<file path="config.mk">
export PLATFORM = sky130hd
export DESIGN_NAME = sbp_ram
export DESIGN_NICKNAME = d
export VERILOG_FILES = /design/src/rtl/core/sbp_ram.sv
export SDC_FILE = /design/constraint.sdc
export NUM_CORES = 1
export LEC_CHECK = 0
export BUFFER_PORTS_ARGS = -buffer_cell sky130_fd_sc_hd__buf_2
export CAP_MARGIN = 5
export CORE_ASPECT_RATIO = 0.75
export CORE_MARGIN = 3
export CORE_UTILIZATION = 45
export DETAILED_ROUTE_END_ITERATION = 8
export PLACE_DENSITY = 0.6
export SLEW_MARGIN = 10
export SYNTH_ARGS = -nofsm -noshare
export SYNTH_HDL_FRONTEND = slang
export SYNTH_SLANG_ARGS = --single-unit
</file>
<file path="constraint.sdc">
create_clock -name clk -period 7.3 [get_ports clk]
set_clock_uncertainty 0.2 [all_clocks]
set_input_delay 0.365 -clock clk [delete_from_list [all_inputs] [get_ports clk]]
set_output_delay 0.365 -clock clk [all_outputs]
set_load 0.01 [all_outputs]
</file>
<file path="src/rtl/core/sbp_ram.sv">
// Generic simple dual-port RAM with one write port and one registered read port.
module sbp_ram #(
  parameter int WIDTH = 32,
  parameter int DEPTH = 16
) (
  input  logic                     clk,
  input  logic                     we,
  input  logic [$clog2(DEPTH)-1:0] waddr,
  input  logic [WIDTH-1:0]         wdata,
  input  logic [$clog2(DEPTH)-1:0] raddr,
  output logic [WIDTH-1:0]         rdata
);

  logic [WIDTH-1:0] mem [DEPTH];

  always_ff @(posedge clk) begin
    if (we) begin
      mem[waddr] <= wdata;
    end
    rdata <= mem[raddr];
  end

endmodule

</file>
==> qor_table.md, run 1 <==
| Quantity | Reported |
| --- | --- |
| Result of the run | completed |
| Headroom to the max-slew limit | 35.9% |
| Total global-route track usage | 18.6% |
| Final global-route overflow total | 0 |
| Switching power | 1.31 mW |
| Slack of the worst reg-to-reg path | 5.75 ns |
| Remaining antenna violation count | 0 |
| Flop pwr share | 54.6% |
| Sinks on the clock net | 544 |
| Total power of the final layout | 6.43 mW |
| Max-cap violations | 0 |
| Worst min-delay path class | in -> reg |
| Sequential-to-total area share from yosys stat | 80.7% |
| Global-route wire length before repair | 64300 microns |
| Number of buffers on the longest clock path | 3 |
| Peak clock frequency supported by timing | 428 MHz |
| Fraction of power consumed by combinational cells | 5.0% |
| Clock latency on the worst-skew pair | 0.57 ns |
| I/O Buffers | 73 |
| Average footprint of a synthesized cell | 23.7 sq um |
| Endpoint of the worst-slack reg-to-reg timing path | rdata[31] |
| Critical path data arrival time | 2.58 ns |
| Initial antenna violation count | 3 |
| Actual transition at the worst max-transition pin | 0.962 ns |
| Total of cells resized after clock tree synthesis | 0 |
| Hold depth | 2 |
| Cell-internal power | 5.13 mW |
| RSZ-0062 raised after global routing | no |
| Worst min-delay path startpoint | waddr[1] |
| Maximum VDD drop | 0.000205 V |
| Crit path max fanout | 66 |
| Full die area | 46700 sq um |
| Clock group share of total power | 40.4% |
| CP Launch Type | input pin |
| Cell row count | 65 |
| Worst hold slack across all endpoints | 0.127 ns |
| Final layout net count | 1020 |
| Worst min-delay path endpoint | mem[8][28] |
| Leakage power of the design | 7.41 nW |
| Detail-routed net length per standard cell | 26.9 microns |
| DRT Wirelength | 42800 microns |
| Floorplan die width | 249 microns |
| Count of distinct cell types in the synthesized netlist | 18 |
| Via count of the first global-routing pass | 9459 |
| H-tree depth | 2 |
| Pin count of the biggest net entering global routing | 103 |
| Power density relative to cell area | 279 nW/um^2 |
| Number of warnings reported in the yosys synthesis log | 0 |
| Routability Congestion | 0.713 |
| Worst R2R Path Depth | 3 |
| Mapped Nets | 880 |
| Vertical die dimension | 188 microns |
| Post-synthesis instance area | 19900 sq um |
| Number of DRC markers in iteration 0 | 866 |
| DR vias/cell | 5.69 |
| Fraction of layout cells with a size suffix above 1 | 31.5% |
| Final critical path time including I/O delays and setup | 2.34 ns |
| Max-slew violation count | 0 |
| Initial core utilization | 46.4% |
| Worst Path Class, Setup | in -> reg |
| Count of pins on the block boundary | 74 |
| DRC viols | 0 |
| Net Sw Frac | 20.3% |
| Via count | 9054 |
| Final HPWL from detailed placement | 21400 microns |
| Fillcell total | 3313 |
| Setup_tns | 0 ns |
| Final critical-path share of the clock period | 32.0% |
| Final number of setup-violating endpoints | 0 |
| Gate count of the mapped netlist | 838 |
| Data required time at the worst endpoint | 7.54 ns |
| Final Hold Viols | 0 |
| Seq cells post-synth | 544 |
| Clk root buf | sky130_fd_sc_hd__clkbuf_16 |
| Area added between synthesis and finish | 16.0% |
| Crit Reg-Reg Startpoint | mem[3][31] |
| Std-Cell Core Area | 42800 sq um |
| Clock transition at the register clock pins on the worst setup and hold paths after CTS | 0.06 ns |
| Number of search-and-repair iterations in the first detailed-routing pass | 5 |
| Number of buffers added by the clock tree synthesis step | 50 |
| CP Capture Type | flip-flop |
| TritonCTS clock tree | yes |
logic make-up (layout without fill, tap and decap cells):
kind of cell / after synthesis / after routing / synth area share, %
flops: 544 / 544 / 80.7
mux: 128 / 128 / 14.5
compound gates: 64 / 64 / 2.42
simple gates: 59 / 59 / 1.27
buf+inv: 43 / 225 / 1.12
other cells: 0 / 3 / 0
worst max path at each step:
stage / from / to / slack (ns) / cells after the start
2_1_floorplan: waddr[2] / mem[0][0] / 3.56 / 2
3_3_place_gp: raddr[1] / rdata[24] / 4.36 / 5
3_5_place_dp: raddr[1] / rdata[24] / 4.36 / 5
4_1_cts: raddr[1] / rdata[24] / 4.97 / 5
5_1_grt: raddr[1] / rdata[18] / 4.86 / 5
6_report: raddr[1] / rdata[19] / 4.96 / 5
critical path: stages:
cell                      delay [ns]
sky130_fd_sc_hd__buf_6          0.53
sky130_fd_sc_hd__buf_4          0.87
sky130_fd_sc_hd__mux4_2         0.41
sky130_fd_sc_hd__a22oi_1        0.23
sky130_fd_sc_hd__nand2_1        0.08
layout make-up:
class                           instances  area, sq um  share of cell area, %
Sequential cell                       544        16000                   69.5
Multi-Input combinational cell        251         3750                   16.3
Clock buffer                           66         1420                   6.14
Timing Repair Buffer                  131          908                   3.94
Tap cell                              569          712                   3.09
Clock inverter                         28          230                  0.999
Antenna cell                            3         7.51                 0.0326
through the flow:
step | utilization [%] | area [sq um] | worst slack (ns) | std cells
floorplan | - | 19900 | 3.56 | 838
detailed placement | 49.2 | 21100 | 4.36 | 1463
finish | 53.9 | 23000 | 4.96 | 1592
global placement | 49.2 | 21100 | 4.36 | 1463
global route | 53.8 | 23000 | 4.86 | 1591
CTS | 53.8 | 23000 | 4.97 | 1589
placed cells by master (no fill, tap or decap), types with 9 or more instances in the layout:
master and n:
sky130_fd_sc_hd__a22oi_1 64, sky130_fd_sc_hd__buf_2 71, sky130_fd_sc_hd__buf_4 25, sky130_fd_sc_hd__clkbuf_1 9
sky130_fd_sc_hd__clkbuf_16 53, sky130_fd_sc_hd__clkinv_1 12, sky130_fd_sc_hd__clkinv_2 10, sky130_fd_sc_hd__dfxtp_1 32
sky130_fd_sc_hd__dlygate4sd3_1 32, sky130_fd_sc_hd__edfxtp_1 512, sky130_fd_sc_hd__mux4_2 128, sky130_fd_sc_hd__nand2_1 33
sky130_fd_sc_hd__nor2_4 13
per-layer routing:
metal  vias up  share of wire (%)  GRT usage, %
met3        51                5.8          3.67
met1      4874                 47          28.5
met2       261                 46          28.2
met5         -                  0         0.408
li1       3868                  -             -
met4         0                1.5          3.45
registers in the layout, summed over array words and instances, names as in the netlist:
signal,count
rdata,32
mem,512
power groups by stage:
stage / Clock (mW) / Sequential, mW / Combinational [mW]
2_1_floorplan: 0 / 3.58 / 0.168
3_3_place_gp: 0 / 3.58 / 0.306
3_5_place_dp: 0 / 3.58 / 0.310
4_1_cts: 2.65 / 3.51 / 0.325
5_1_grt: 2.80 / 3.52 / 0.346
6_report: 2.60 / 3.51 / 0.318
synth_stat cells:
master                     number  area, sq um
sky130_fd_sc_hd__nor2b_1        2         12.5
sky130_fd_sc_hd__dfxtp_1       32          641
sky130_fd_sc_hd__edfxtp_1     512        15400
sky130_fd_sc_hd__buf_6          2         22.5
sky130_fd_sc_hd__buf_2          4         20.0
sky130_fd_sc_hd__nand3b_1       2         15.0
sky130_fd_sc_hd__nor2_1        13         48.8
sky130_fd_sc_hd__and2_1         1         6.26
sky130_fd_sc_hd__a22oi_1       64          480
sky130_fd_sc_hd__buf_1          9         33.8
sky130_fd_sc_hd__or3b_2         1         8.76
sky130_fd_sc_hd__nor3_1         4         20.0
sky130_fd_sc_hd__nand3_1        1         5.00
sky130_fd_sc_hd__buf_4         11         82.6
sky130_fd_sc_hd__clkbuf_1      17         63.8
sky130_fd_sc_hd__mux4_2       128         2880
sky130_fd_sc_hd__nand2b_1       2         12.5
sky130_fd_sc_hd__nand2_1       33          124
repair_timing:
action | 4_1_cts | 5_1_grt
buffers inserted | 0 | 0
endpoints found under the hold margin | 512 | 0
hold buffers | 32 | 0
(Power assumes the default switching activity.)
==> inputs of run 2 (changes only) <==
--- a/config.mk
+++ b/config.mk
@@ -11,7 +11,7 @@
 export CORE_MARGIN = 3
 export CORE_UTILIZATION = 45
 export DETAILED_ROUTE_END_ITERATION = 8
-export PLACE_DENSITY = 0.6
+export PLACE_DENSITY = 0.62
 export SLEW_MARGIN = 10
 export SYNTH_ARGS = -nofsm -noshare
 export SYNTH_HDL_FRONTEND = slang
==> constraint.sdc (replaced) <==
create_clock -name clk -period 2 [get_ports clk]
set_clock_uncertainty 0.2 [all_clocks]
set_input_delay 0.1 -clock clk [delete_from_list [all_inputs] [get_ports clk]]
set_output_delay 0.1 -clock clk [all_outputs]
set_load 0.01 [all_outputs]
==> qor_table.md, run 2 (synthesis gave the netlist of run 1 again) <==
| Quantity | Reported | Change |
| --- | --- | --- |
| Initial antenna violation count | 2 | was 3 |
| Fraction of power consumed by combinational cells | 5.3% | was 5.0% |
| Leakage power of the design | 7.56 nW | was 7.41 nW |
| H-tree depth | 2 | unchanged |
| Total global-route track usage | 17.7% | was 18.6% |
| Initial core utilization | 46.4% | unchanged |
| Final HPWL from detailed placement | 22000 microns | was 21400 microns |
| Final critical path time including I/O delays and setup | 1.88 ns |  |
| Vertical die dimension | 188 microns | unchanged |
| Clk root buf | sky130_fd_sc_hd__clkbuf_16 | unchanged |
| Area after detailed placement | 21600 sq um | was 21100 sq um |
| Total power of the final layout | 23.1 mW | was 6.43 mW |
| Fillcell total | 3233 | was 3313 |
| CP Capture Type | flip-flop | unchanged |
| Cells after DPL | 1482 | was 1463 |
| Actual transition at the worst max-transition pin | 0.495 ns | was 0.962 ns |
| Max-cap violations | 0 | unchanged |
| Max-slew violation count | 0 | unchanged |
| Flop pwr share | 55.5% | was 54.6% |
| Commonest non-fill, non-tap cells in the layout | 512 x sky130_fd_sc_hd__edfxtp_1, 128 x sky130_fd_sc_hd__mux4_2, 71 x sky130_fd_sc_hd__buf_2, 64 x sky130_fd_sc_hd__a22oi_1, 49 x sky130_fd_sc_hd__clkbuf_16 | was 512 x sky130_fd_sc_hd__edfxtp_1, 128 x sky130_fd_sc_hd__mux4_2, 71 x sky130_fd_sc_hd__buf_2, 64 x sky130_fd_sc_hd__a22oi_1, 53 x sky130_fd_sc_hd__clkbuf_16 |
| Post CTS Setup Buffer Count | 0 | unchanged |
| Maximum VDD drop | 0.000842 V | was 0.000205 V |
| Floorplan die width | 249 microns | unchanged |
| Std-Cell Core Area | 42800 sq um | unchanged |
| Number of buffers on the longest clock path | 3 | unchanged |
| Remaining antenna violation count | 0 | unchanged |
| Area added between synthesis and finish | 18.3% | was 16.0% |
| Routability Congestion | 0.695 | was 0.713 |
| Final Hold Viols | 0 | unchanged |
| Peak clock frequency supported by timing | 531 MHz |  |
| CP cell instances | dlygate4sd3_1, buf_2, nor3_4, dlygate4sd3_1, buf_12 | was buf_6, buf_4, mux4_2, a22oi_1, nand2_1 |
| CP Launch Type | input pin | unchanged |
| Post-route core utilization | 54.9% | was 53.9% |
| Final layout net count | 1040 | was 1020 |
| Data required time at the worst endpoint | 2.05 ns | was 7.54 ns |
| Register with the highest flop count | mem | unchanged |
| Fraction of layout cells with a size suffix above 1 | 32.1% | was 31.5% |
| Net Sw Frac | 20.1% | was 20.3% |
| Critical path data arrival time | 1.94 ns | was 2.58 ns |
| Clock transition at the register clock pins on the worst setup and hold paths after CTS | 0.06 ns | about the same |
| Headroom to the max-slew limit | 66.9% | was 35.9% |
| Worst Path Class, Setup | in -> reg | unchanged |
| Final number of setup-violating endpoints | 0 | unchanged |
| Result of the run | completed | unchanged |
| TritonCTS clock tree | yes | unchanged |
| Via count of the first global-routing pass | 9358 | was 9459 |
| Worst min-delay path class | in -> reg | unchanged |
| Count of pins on the block boundary | 74 | unchanged |
| Number of buffers added by the clock tree synthesis step | 48 | was 50 |
| Post-layout instance area | 23500 sq um | was 23000 sq um |
| DR vias/cell | 5.62 | was 5.69 |
| Global-route wire length before repair | 61700 microns | was 64300 microns |
| Switching power | 4.65 mW | was 1.31 mW |
| I/O Buffers | 73 | unchanged |
| Setup slack after layout | 0.118 ns | was 4.96 ns |
| Clock group share of total power | 39.2% | was 40.4% |
| Cell-internal power | 18.5 mW | was 5.13 mW |
| Final global-route overflow total | 0 | unchanged |
| Top flop regs | mem: 512 flops, rdata: 32 flops | unchanged |
| Place WS | 0.111 ns | was 4.36 ns |
| Crit path max fanout | 15 | was 66 |
| Library cell contributing the largest single delay on the critical path | sky130_fd_sc_hd__dlygate4sd3_1 | was sky130_fd_sc_hd__buf_4 |
| Via count | 9016 | was 9054 |
| Number of DRC markers in iteration 0 | 694 | was 866 |
| Power density relative to cell area | 984 nW/um^2 | was 279 nW/um^2 |
| Number of search-and-repair iterations in the first detailed-routing pass | 5 | unchanged |
| Cell row count | 65 | unchanged |
| Pin count of the biggest net entering global routing | 38 | was 103 |
| Final critical-path share of the clock period | 94.1% |  |
| Full die area | 46700 sq um | unchanged |
| DRC viols | 0 | unchanged |
| Detail-routed net length per standard cell | 25.4 microns | was 26.9 microns |
| RSZ-0062 raised after global routing | no | unchanged |
| Most frequent cell on the critical path | sky130_fd_sc_hd__dlygate4sd3_1 |  |
| Clock latency on the worst-skew pair | 0.56 ns | was 0.57 ns |
| Most common cell after layout, fill and taps aside | sky130_fd_sc_hd__edfxtp_1 | unchanged |
| DRT Wirelength | 40800 microns | was 42800 microns |
| Largest stage delay, worst path | 0.64 ns | was 0.87 ns |
| Number of cells in the finished layout apart from fillers | 1605 | was 1592 |
| Number of flip-flops in the largest register | 512 | unchanged |
| Sinks on the clock net | 544 | unchanged |
run 2: cell count changes in the layout (fill, tap and decap cells not counted), moves of 2 or more:
cell / change
sky130_fd_sc_hd__clkbuf_1: +6
sky130_fd_sc_hd__clkbuf_16: -4
sky130_fd_sc_hd__diode_2: -2
sky130_fd_sc_hd__dlygate4sd3_1: +3
sky130_fd_sc_hd__buf_4: -10
sky130_fd_sc_hd__nor3_4: +4
sky130_fd_sc_hd__nor3_2: -4
sky130_fd_sc_hd__buf_12: +29
sky130_fd_sc_hd__clkinv_2: -5
sky130_fd_sc_hd__clkinv_1: -5
run 2: final timing paths:
check	depth (start not counted)	to	startpoint	slack, ns
setup / recovery	5	mem[0][2]	waddr[1]	0.12
hold / removal	5	rdata[12]	raddr[1]	0.02
hold reg to reg	3	rdata[4]	mem[6][4]	0.46
setup reg to reg	3	rdata[7]	mem[11][7]	0.45
run 2: layout make-up:
| class | count | area [sq um] | area share [%] |
|---|---|---|---|
| diodes | 1 | 2.50 | 0.0107 |
| flip-flops and latches | 544 | 16000 | 68.2 |
| clock inverters | 19 | 194 | 0.826 |
| clock buffers | 68 | 1340 | 5.70 |
| well taps | 569 | 712 | 3.03 |
| multi-input cells | 251 | 3780 | 16.1 |
| repair buffers | 153 | 1440 | 6.15 |
run 2: routing by layer:
metal | vias up | global-route usage [%] | wire length [microns]
met5 | - | 0 | 13
met4 | 2 | 4.17 | 659
met3 | 49 | 3.00 | 2220
met2 | 249 | 27.4 | 19300
met1 | 4818 | 26.6 | 18500
li1 | 3898 | - | -
run 2: repair_timing:
item / in CTS / in global routing
hold buffers: 35 / 0
gates resized for setup: 0 / 0
endpoints found under the hold margin: 523 / 0
run 2: worst max-delay path, delay by kind of cell:
family | cells | cell delay, ns
buf+inv | 4 | 1.57
simple gates | 1 | 0.26
run 2: power groups by stage:
stage / registers, mW / logic (mW) / clock network (mW)
2_1_floorplan: 13.1 / 0.616 / 0
3_3_place_gp: 13.1 / 1.19 / 0
3_5_place_dp: 13.1 / 1.21 / 0
4_1_cts: 12.8 / 1.26 / 9.25
5_1_grt: 12.8 / 1.34 / 9.71
6_report: 12.8 / 1.23 / 9.06
run 2: through the flow:
step | setup TNS, ns | hold slack (ns)
floorplan | -103.10 | -0.00113
global placement | 0 | 0.282
detailed placement | 0 | 0.282
CTS | 0 | 0.00372
global route | 0 | 0.0355
finish | 0 | 0.0208
